[config.mk]
export PLATFORM = sky130hd
export DESIGN_NAME = acts_ctrl
export DESIGN_NICKNAME = d
export VERILOG_FILES = /design/src/acts_pkg.sv /design/src/acts_ctrl.sv
export SDC_FILE = /design/constraint.sdc
export NUM_CORES = 1
export LEC_CHECK = 0
export ABC_AREA = 1
export ABC_CLOCK_PERIOD_IN_PS = 1400
export BUFFER_PORTS_ARGS = -buffer_cell sky130_fd_sc_hd__clkbuf_2
export CAP_MARGIN = 15
export CORE_MARGIN = 10
export CORE_UTILIZATION = 37
export DETAILED_ROUTE_END_ITERATION = 8
export GPL_TIMING_DRIVEN = 0
export PLACE_DENSITY = 0.71
export SLEW_MARGIN = 10
export SYNTH_ARGS = -nofsm -noshare
export SYNTH_HDL_FRONTEND = slang
export SYNTH_SLANG_ARGS = --single-unit
[constraint.sdc]
create_clock -name aclk -period 1.4 [get_ports aclk]
set_input_delay 0 -clock aclk [delete_from_list [all_inputs] [get_ports aclk]]
set_output_delay 0 -clock aclk [all_outputs]
set_load 0.1 [all_outputs]
[src/acts_pkg.sv]
package acts_pkg;

    localparam int MAX_CITIES = 128;
    localparam int CITY_W     = $clog2(MAX_CITIES);
    localparam int CNT_W      = $clog2(MAX_CITIES + 1);
    localparam int ADDR_W     = 2 * CITY_W;
    localparam int COST_W     = 16;
    localparam int TOT_W      = 23;
    localparam int PH_W       = 32;
    localparam int SQ_W       = 2 * PH_W;
    localparam int SUM_W      = SQ_W + CITY_W;
    localparam int RND_W      = 10;
    localparam int LHS_W      = SUM_W + RND_W;
    localparam int W1K_W      = SQ_W + RND_W;

    localparam logic [TOT_W-1:0] COST_MAX = {TOT_W{1'b1}};

    typedef enum logic [1:0] {
        OP_LOAD  = 2'd0,
        OP_STEP  = 2'd1,
        OP_DEP   = 2'd2,
        OP_CLEAR = 2'd3
    } acts_op_t;

    typedef enum logic [4:0] {
        ST_IDLE,
        ST_DECODE,
        ST_LD_DIV,
        ST_SCAN1,
        ST_LHS,
        ST_SCAN2,
        ST_PICK,
        ST_FIN,
        ST_DEP_CACC,
        ST_DEP_PUSH,
        ST_DEP_CLS_RD,
        ST_DEP_CLS_ACC,
        ST_DEP_TOT,
        ST_DEP_DIV,
        ST_WK_BUF,
        ST_WK_BWAIT,
        ST_WK_PRD,
        ST_WK_PWR,
        ST_DONE
    } acts_state_t;

    // controller -> datapath
    typedef struct packed {
        logic capture;
        logic ld_write;
        logic div_start;
        logic div_sel_acc;
        logic ph_wr_recip;
        logic step_init;
        logic scan_clr;
        logic sum_clr;
        logic scan_issue;
        logic lhs_clr;
        logic lhs_step;
        logic pick;
        logic step_fin;
        logic nofree;
        logic cost_rd_edge;
        logic cost_rd_close;
        logic acc_add;
        logic buf_push;
        logic total_set;
        logic wk_clr;
        logic wk_buf_rd;
        logic wk_b_set;
        logic wk_ph_rd;
        logic wk_ph_wr;
        logic tour_reset;
        logic clear_best;
        logic status_bad;
        logic out_load;
    } acts_cmd_t;

    // datapath -> controller
    typedef struct packed {
        acts_op_t op;
        logic     load_bad;
        logic     dep_bad;
        logic     tl_zero;
        logic     last;
        logic     any_free;
        logic     scan_end;
        logic     pipe_busy;
        logic     lhs_done;
        logic     div_done;
        logic     wk_last;
        logic     out_free;
    } acts_stat_t;

endpackage

[src/acts_ctrl.sv]
// Sequencer for load, construct step, deposit and clear requests
module acts_ctrl (
    input  logic                 aclk,
    input  logic                 aresetn,
    input  logic                 s_valid,
    output logic                 s_ready,
    input  acts_pkg::acts_stat_t stat,
    output acts_pkg::acts_cmd_t  cmd
);
    import acts_pkg::*;

    acts_state_t state_reg, state_next;

    always_ff @(posedge aclk) begin
        if (!aresetn) begin
            state_reg <= ST_IDLE;
        end else begin
            state_reg <= state_next;
        end
    end

    assign s_ready = (state_reg == ST_IDLE);

    always_comb begin
        state_next = state_reg;
        cmd        = '0;
        unique case (state_reg)
            ST_IDLE: begin
                if (s_valid) begin
                    cmd.capture = 1'b1;
                    state_next  = ST_DECODE;
                end
            end
            ST_DECODE: begin
                unique case (stat.op)
                    OP_LOAD: begin
                        if (stat.load_bad) begin
                            cmd.status_bad = 1'b1;
                            state_next     = ST_DONE;
                        end else begin
                            cmd.ld_write  = 1'b1;
                            cmd.div_start = 1'b1;
                            state_next    = ST_LD_DIV;
                        end
                    end
                    OP_STEP: begin
                        cmd.step_init = 1'b1;
                        cmd.scan_clr  = 1'b1;
                        cmd.sum_clr   = 1'b1;
                        state_next    = ST_SCAN1;
                    end
                    OP_DEP: begin
                        if (stat.dep_bad) begin
                            cmd.status_bad = 1'b1;
                            state_next     = ST_DONE;
                        end else if (!stat.tl_zero) begin
                            cmd.cost_rd_edge = 1'b1;
                            state_next       = ST_DEP_CACC;
                        end else begin
                            state_next = ST_DEP_PUSH;
                        end
                    end
                    OP_CLEAR: begin
                        cmd.clear_best = 1'b1;
                        state_next     = ST_DONE;
                    end
                    default: state_next = ST_DONE;
                endcase
            end
            ST_LD_DIV: begin
                if (stat.div_done) begin
                    cmd.ph_wr_recip = 1'b1;
                    state_next      = ST_DONE;
                end
            end
            // first pass: sum of weights and last free city
            ST_SCAN1: begin
                if (!stat.scan_end) begin
                    cmd.scan_issue = 1'b1;
                end else if (!stat.pipe_busy) begin
                    if (!stat.any_free) begin
                        cmd.nofree = 1'b1;
                        state_next = ST_DONE;
                    end else begin
                        cmd.lhs_clr = 1'b1;
                        state_next  = ST_LHS;
                    end
                end
            end
            ST_LHS: begin
                if (!stat.lhs_done) begin
                    cmd.lhs_step = 1'b1;
                end else begin
                    cmd.scan_clr = 1'b1;
                    state_next   = ST_SCAN2;
                end
            end
            // second pass: cumulative pick
            ST_SCAN2: begin
                if (!stat.scan_end) begin
                    cmd.scan_issue = 1'b1;
                end else if (!stat.pipe_busy) begin
                    state_next = ST_PICK;
                end
            end
            ST_PICK: begin
                cmd.pick   = 1'b1;
                state_next = ST_FIN;
            end
            ST_FIN: begin
                cmd.step_fin = 1'b1;
                state_next   = ST_DONE;
            end
            ST_DEP_CACC: begin
                cmd.acc_add = 1'b1;
                state_next  = ST_DEP_PUSH;
            end
            ST_DEP_PUSH: begin
                cmd.buf_push = 1'b1;
                state_next   = stat.last ? ST_DEP_CLS_RD : ST_DONE;
            end
            ST_DEP_CLS_RD: begin
                cmd.cost_rd_close = 1'b1;
                state_next        = ST_DEP_CLS_ACC;
            end
            ST_DEP_CLS_ACC: begin
                cmd.acc_add = 1'b1;
                state_next  = ST_DEP_TOT;
            end
            ST_DEP_TOT: begin
                cmd.total_set   = 1'b1;
                cmd.div_start   = 1'b1;
                cmd.div_sel_acc = 1'b1;
                state_next      = ST_DEP_DIV;
            end
            ST_DEP_DIV: begin
                if (stat.div_done) begin
                    cmd.wk_clr = 1'b1;
                    state_next = ST_WK_BUF;
                end
            end
            // per edge: fetch next city, read pheromone, write deposit
            ST_WK_BUF: begin
                cmd.wk_buf_rd = 1'b1;
                state_next    = ST_WK_BWAIT;
            end
            ST_WK_BWAIT: begin
                cmd.wk_b_set = 1'b1;
                state_next   = ST_WK_PRD;
            end
            ST_WK_PRD: begin
                cmd.wk_ph_rd = 1'b1;
                state_next   = ST_WK_PWR;
            end
            ST_WK_PWR: begin
                cmd.wk_ph_wr = 1'b1;
                if (stat.wk_last) begin
                    cmd.tour_reset = 1'b1;
                    state_next     = ST_DONE;
                end else begin
                    state_next = ST_WK_BUF;
                end
            end
            ST_DONE: begin
                if (stat.out_free) begin
                    cmd.out_load = 1'b1;
                    state_next   = ST_IDLE;
                end
            end
            default: state_next = ST_IDLE;
        endcase
    end

endmodule

==> impl_metrics.py, run 1 <==
metrics = {
    "logic_synthesis": {
        "synth.distinct_cells": 22,
        "yosysSeqAreaShare": 0.123,
        "async_flop_share": 0,
        "syn_avg_cell_area_um2": 5.04,
        "synth.most_common_cell": "nand2_1",
        "ys_warn_count": 0,
        "synth_top_cell_by_area": "nand2_1",
        "ys.flop_type": "dfxtp_1",
        "synth.cells.most_frequent": "43 x nand2_1, 30 x nor2_1, 22 x inv_1",
        "syn_nets": 177,
        "synth_area_um2": 812,
        "ys_ff_latch": 5,
        "synth-edff-count": 0,
        "yosys-top-cells-area": "nand2_1 20%, nor2_1 14%, dfxtp_1 12%",
        "netlist.area_leader.share": 0.199,
        "netlist_instances": 161,
    },
    "sta": {
        "worst_endpoint": "cmd[20]",
        "worst-endpoint-pin-kind": "top-level output",
    },
    "global_route": {
        "grt_max_degree": 10,
    },
    "clocking": {
        "cts.sinks": 5,
        "cts_inserted_buffers": 3,
        "htree_num_levels": 1,
        "ctsRootBufferMaster": "clkbuf_4",
        "cts_buffer_depth": 2,
        "cts.hold.buffers_added": 0,
    },
    "place": {
        "port_buffers": 44,
        "postPlaceCellArea_um2": 1280,
        "globalplace.congestion": 0.914,
        "dp_hpwl_mm": 2.84,
    },
    "floorplanning": {
        "rows": 16,
        "initial_utilization": 0.402,
        "ioPinCount": 45,
        "die_h_um": 66.8,
        "die_x_um": 66.8,
    },
    "run_status": {
        "status": "aborted with a tool error",
        "haltStage": "global routing",
        "firstError": "[ERROR DPL-0038] Utilization greater than 100%, impossible to legalize",
    },
}
timing repair:
action                     4_1_cts
pin swaps                       15
setup buffers                   14
setup endpoints to repair       33
resized for setup              102
metrics by stage:
step	hold slack, ns	worst slack [ns]	std cells	setup TNS (ns)
after floorplan	0.0938	-0.859	161	-5.99
after global placement	0.290	-0.455	232	-3.68
after detailed placement	0.293	-0.463	232	-3.95
after CTS	0.0253	-0.143	249	-1.10
logic make-up after synthesis:
| group | synth area share |
|---|---|
| AOI/OAI and AO/OA | 0.0894 |
| DFF | 0.123 |
| buffers and inverters | 0.154 |
| and+or+nand+nor | 0.633 |
==> inputs of run 2 (changes only) <==
CORE_UTILIZATION = 22   (was 37)
PLACE_DENSITY = not set   (was 0.71)
PLACE_DENSITY_LB_ADDON = 0.15   (was not set)
==> run 2 against run 1 <==
Compared with the run above:
- synthesized cell count unchanged
- the flow now finishes, with violations (setup timing)
- area after synthesis unchanged
==> impl_metrics.py, run 2 <==
metrics = {
    "logic_synthesis": {
        "synth.most_common_cell": "nand2_1",
        "synth.cells.most_frequent": "43 x nand2_1, 30 x nor2_1, 22 x inv_1",
        "synth.distinct_cells": 22,
        "ys.flop_type": "dfxtp_1",
        "syn_avg_cell_area_um2": 5.04,
        "ys_ff_latch": 5,
        "synth-edff-count": 0,
        "netlist_instances": 161,
        "ys_warn_count": 0,
        "synth_top_cell_by_area": "nand2_1",
        "synth_area_um2": 812,
        "syn_nets": 177,
        "async_flop_share": 0,
        "yosysSeqAreaShare": 0.123,
        "yosys-top-cells-area": "nand2_1 20%, nor2_1 14%, dfxtp_1 12%",
        "netlist.area_leader.share": 0.199,
    },
    "setup_path": {
        "endpoint_kind": "output pin",
        "worstPathArrival_ns": 1.57,
        "cp-startpoint": "state_reg[0]",
        "crit_fanout": 6,
        "r2r-end": "state_reg[1]",
        "criticalPathCategory": "flip-flop to output pin",
        "crit_required_ns": 1.40,
        "worst_r2r_path_depth": 10,
        "rrSetupSlack_ns": -0.06,
        "r2r_start": "state_reg[0]",
        "cp-start-kind": "flip-flop",
        "crit_end": "cmd[22]",
    },
    "power": {
        "p_int_w": 0.00158,
        "p_sw_frac": 0.561,
        "power_frac_clock": 0.074,
        "p_switching_w": 0.00201,
        "power.density_nw_per_um2": 1660,
        "p_leak_nw": 1.02,
        "finalPower_w": 0.00359,
        "ir_drop_uv": 905,
        "p_seq_frac": 0.080,
        "power.share.combinational": 0.845,
    },
    "route": {
        "vias": 1277,
        "viasPerCell": 4.56,
        "drcViolationCount": 0,
        "drtIter0Drc": 65,
        "wire_per_inst_um": 14.1,
        "postRouteAntennaNets": 0,
        "drtPass1Iterations": 4,
        "wirelength_mm": 3.95,
    },
    "clocking": {
        "htree_num_levels": 1,
        "clk_pin_slew_worst_paths_ns": 0.04,
        "cts.sinks": 5,
        "cts_tree": "done",
        "insertion_delay_ns": 0.22,
        "ctsRootBufferMaster": "clkbuf_8",
        "cts_inserted_buffers": 3,
        "cts.hold.buffers_added": 0,
        "cts_buffer_depth": 2,
    },
    "finish": {
        "n_fill_cell": 320,
        "final_common_cell": "nand2_1",
        "nets": 249,
        "largest_reg_flops": 5,
        "syn2layout_area_growth_pct": 166,
        "final_cell_mix": "29 x nand2_1, 19 x buf_4, 18 x nor2_1",
        "antenna_cells": 0,
        "layoutNonFillerInstCount": 280,
        "drive_gt1_frac": 0.625,
    },
    "sta": {
        "hold_slack_ns": 0.0524,
        "rsz0062_at_grt": "yes",
        "tightestPinTransition_ns": 0.304,
        "fin_worst_skew_ns": 0.00505,
        "fin_crit_sh": 1.12,
        "setup_tns_ns": -1.38,
        "setup_viol": 23,
        "max_freq_mhz": 636,
        "relSlewSlack": 0.798,
        "timing_hold_violations_final": 0,
        "final-max-slew-violation-count": 0,
        "period_needed_ns": 1.57,
        "final.setup.worst_slack_ns": -0.172,
    },
    "run": {
        "drv_cap": 0,
    },
    "floorplanning": {
        "ioPinCount": 45,
        "core-area_um2": 3610,
        "initial_utilization": 0.225,
        "dieArea_um2": 6520,
        "rows": 22,
        "die_x_um": 80.8,
        "die_h_um": 80.8,
    },
    "place": {
        "dp_hpwl_mm": 2.73,
        "globalplace.congestion": 0.866,
        "dp_cells": 253,
        "dp_slack_ns": -0.459,
        "port_buffers": 44,
    },
    "worst_hold_path": {
        "worstHoldPathCells": 3,
        "hp-class": "input port to flip-flop",
    },
    "global_route": {
        "grt_pass1_vias": 1312,
        "gr-total-overflow": 0,
        "grt_pass1_wl_mm": 6.00,
        "grt_max_degree": 10,
        "antenna_found_initial": 0,
        "grt.total_usage": 0.113,
    },
    "run_status": {
        "status": "finished with violations",
        "violations": "setup timing",
    },
}
[run 2: cell counts after synthesis]
Identical to the previous run, type by type.
[run 2: metrics by stage]
| step | util | cell area, um^2 |
|---|---|---|
| 2_1_floorplan | - | 1020 |
| 3_3_place_gp | 0.362 | 1300 |
| 3_5_place_dp | 0.362 | 1300 |
| 4_1_cts | 0.541 | 1950 |
| 5_1_grt | 0.599 | 2160 |
| 6_report | 0.599 | 2160 |
[run 2: what timing repair did]
item | in CTS | in global routing
pin swaps | 11 | 14
gates cloned | 0 | 0
endpoints found under the setup margin | 33 | 33
buffers inserted | 12 | 12
gates resized for setup | 98 | 41
[run 2: layout make-up]
class | count | area (um^2) | area share
Multi-Input combinational cell | 125 | 888 | 0.412
Timing Repair Buffer | 67 | 866 | 0.401
Inverter | 28 | 129 | 0.0597
Sequential cell | 5 | 115 | 0.0533
Tap cell | 48 | 60.1 | 0.0278
Buffer | 3 | 55.1 | 0.0255
Clock buffer | 4 | 45.0 | 0.0209
[run 2: power groups by stage]
stage	Sequential (W)	Combinational, W	Clock [W]
final	0.000289	0.00304	0.000266
after global routing	0.000295	0.00320	0.000285
after CTS	0.000285	0.00259	0.000276
after detailed placement	0.000273	0.00195	0
after global placement	0.000275	0.00196	0
after floorplan	0.000261	0.00164	0
[run 2: worst min-delay path by stage]
stage	end	from	slack [ns]
global route	state_reg[3]	stat[7]	0.09
detailed placement	state_reg[3]	stat[7]	0.29
CTS	state_reg[3]	stat[7]	0.05
global placement	state_reg[3]	stat[7]	0.29
floorplan	cmd[19]	stat[5]	0.09
finish	state_reg[3]	stat[7]	0.05
[run 2: logic make-up (layout without fill, tap and decap cells)]
logic type / Yosys count / in the layout / synth area share
AND/OR/NAND/NOR: 111 / 111 / 0.633
AO/OA/AOI/OAI: 14 / 14 / 0.0894
flip-flops: 5 / 5 / 0.123
buffers and inverters: 31 / 102 / 0.154
[run 2: per-layer routing]
metal | routed length (um) | global-route usage | part of all wire | vias up
met2 | 2030 | 0.198 | 0.51 | 33
met1 | 1630 | 0.130 | 0.41 | 590
met3 | 267 | 0.0386 | 0.068 | 5
li1 | - | - | - | 649
met4 | 25 | 0.0190 | 0.0063 | 0
met5 | 0 | 0 | 0 | -
[run 2: worst max-delay path, stage by stage (launching register included)]
cell and delay, ns:
dfxtp_4 0.38, inv_4 0.05, nor2_4 0.11, nand4_1 0.14
buf_4 0.18, nor2_4 0.17, buf_12 0.12, clkbuf_16 0.18
No activity file was read; power rests on OpenSTA's default activity.
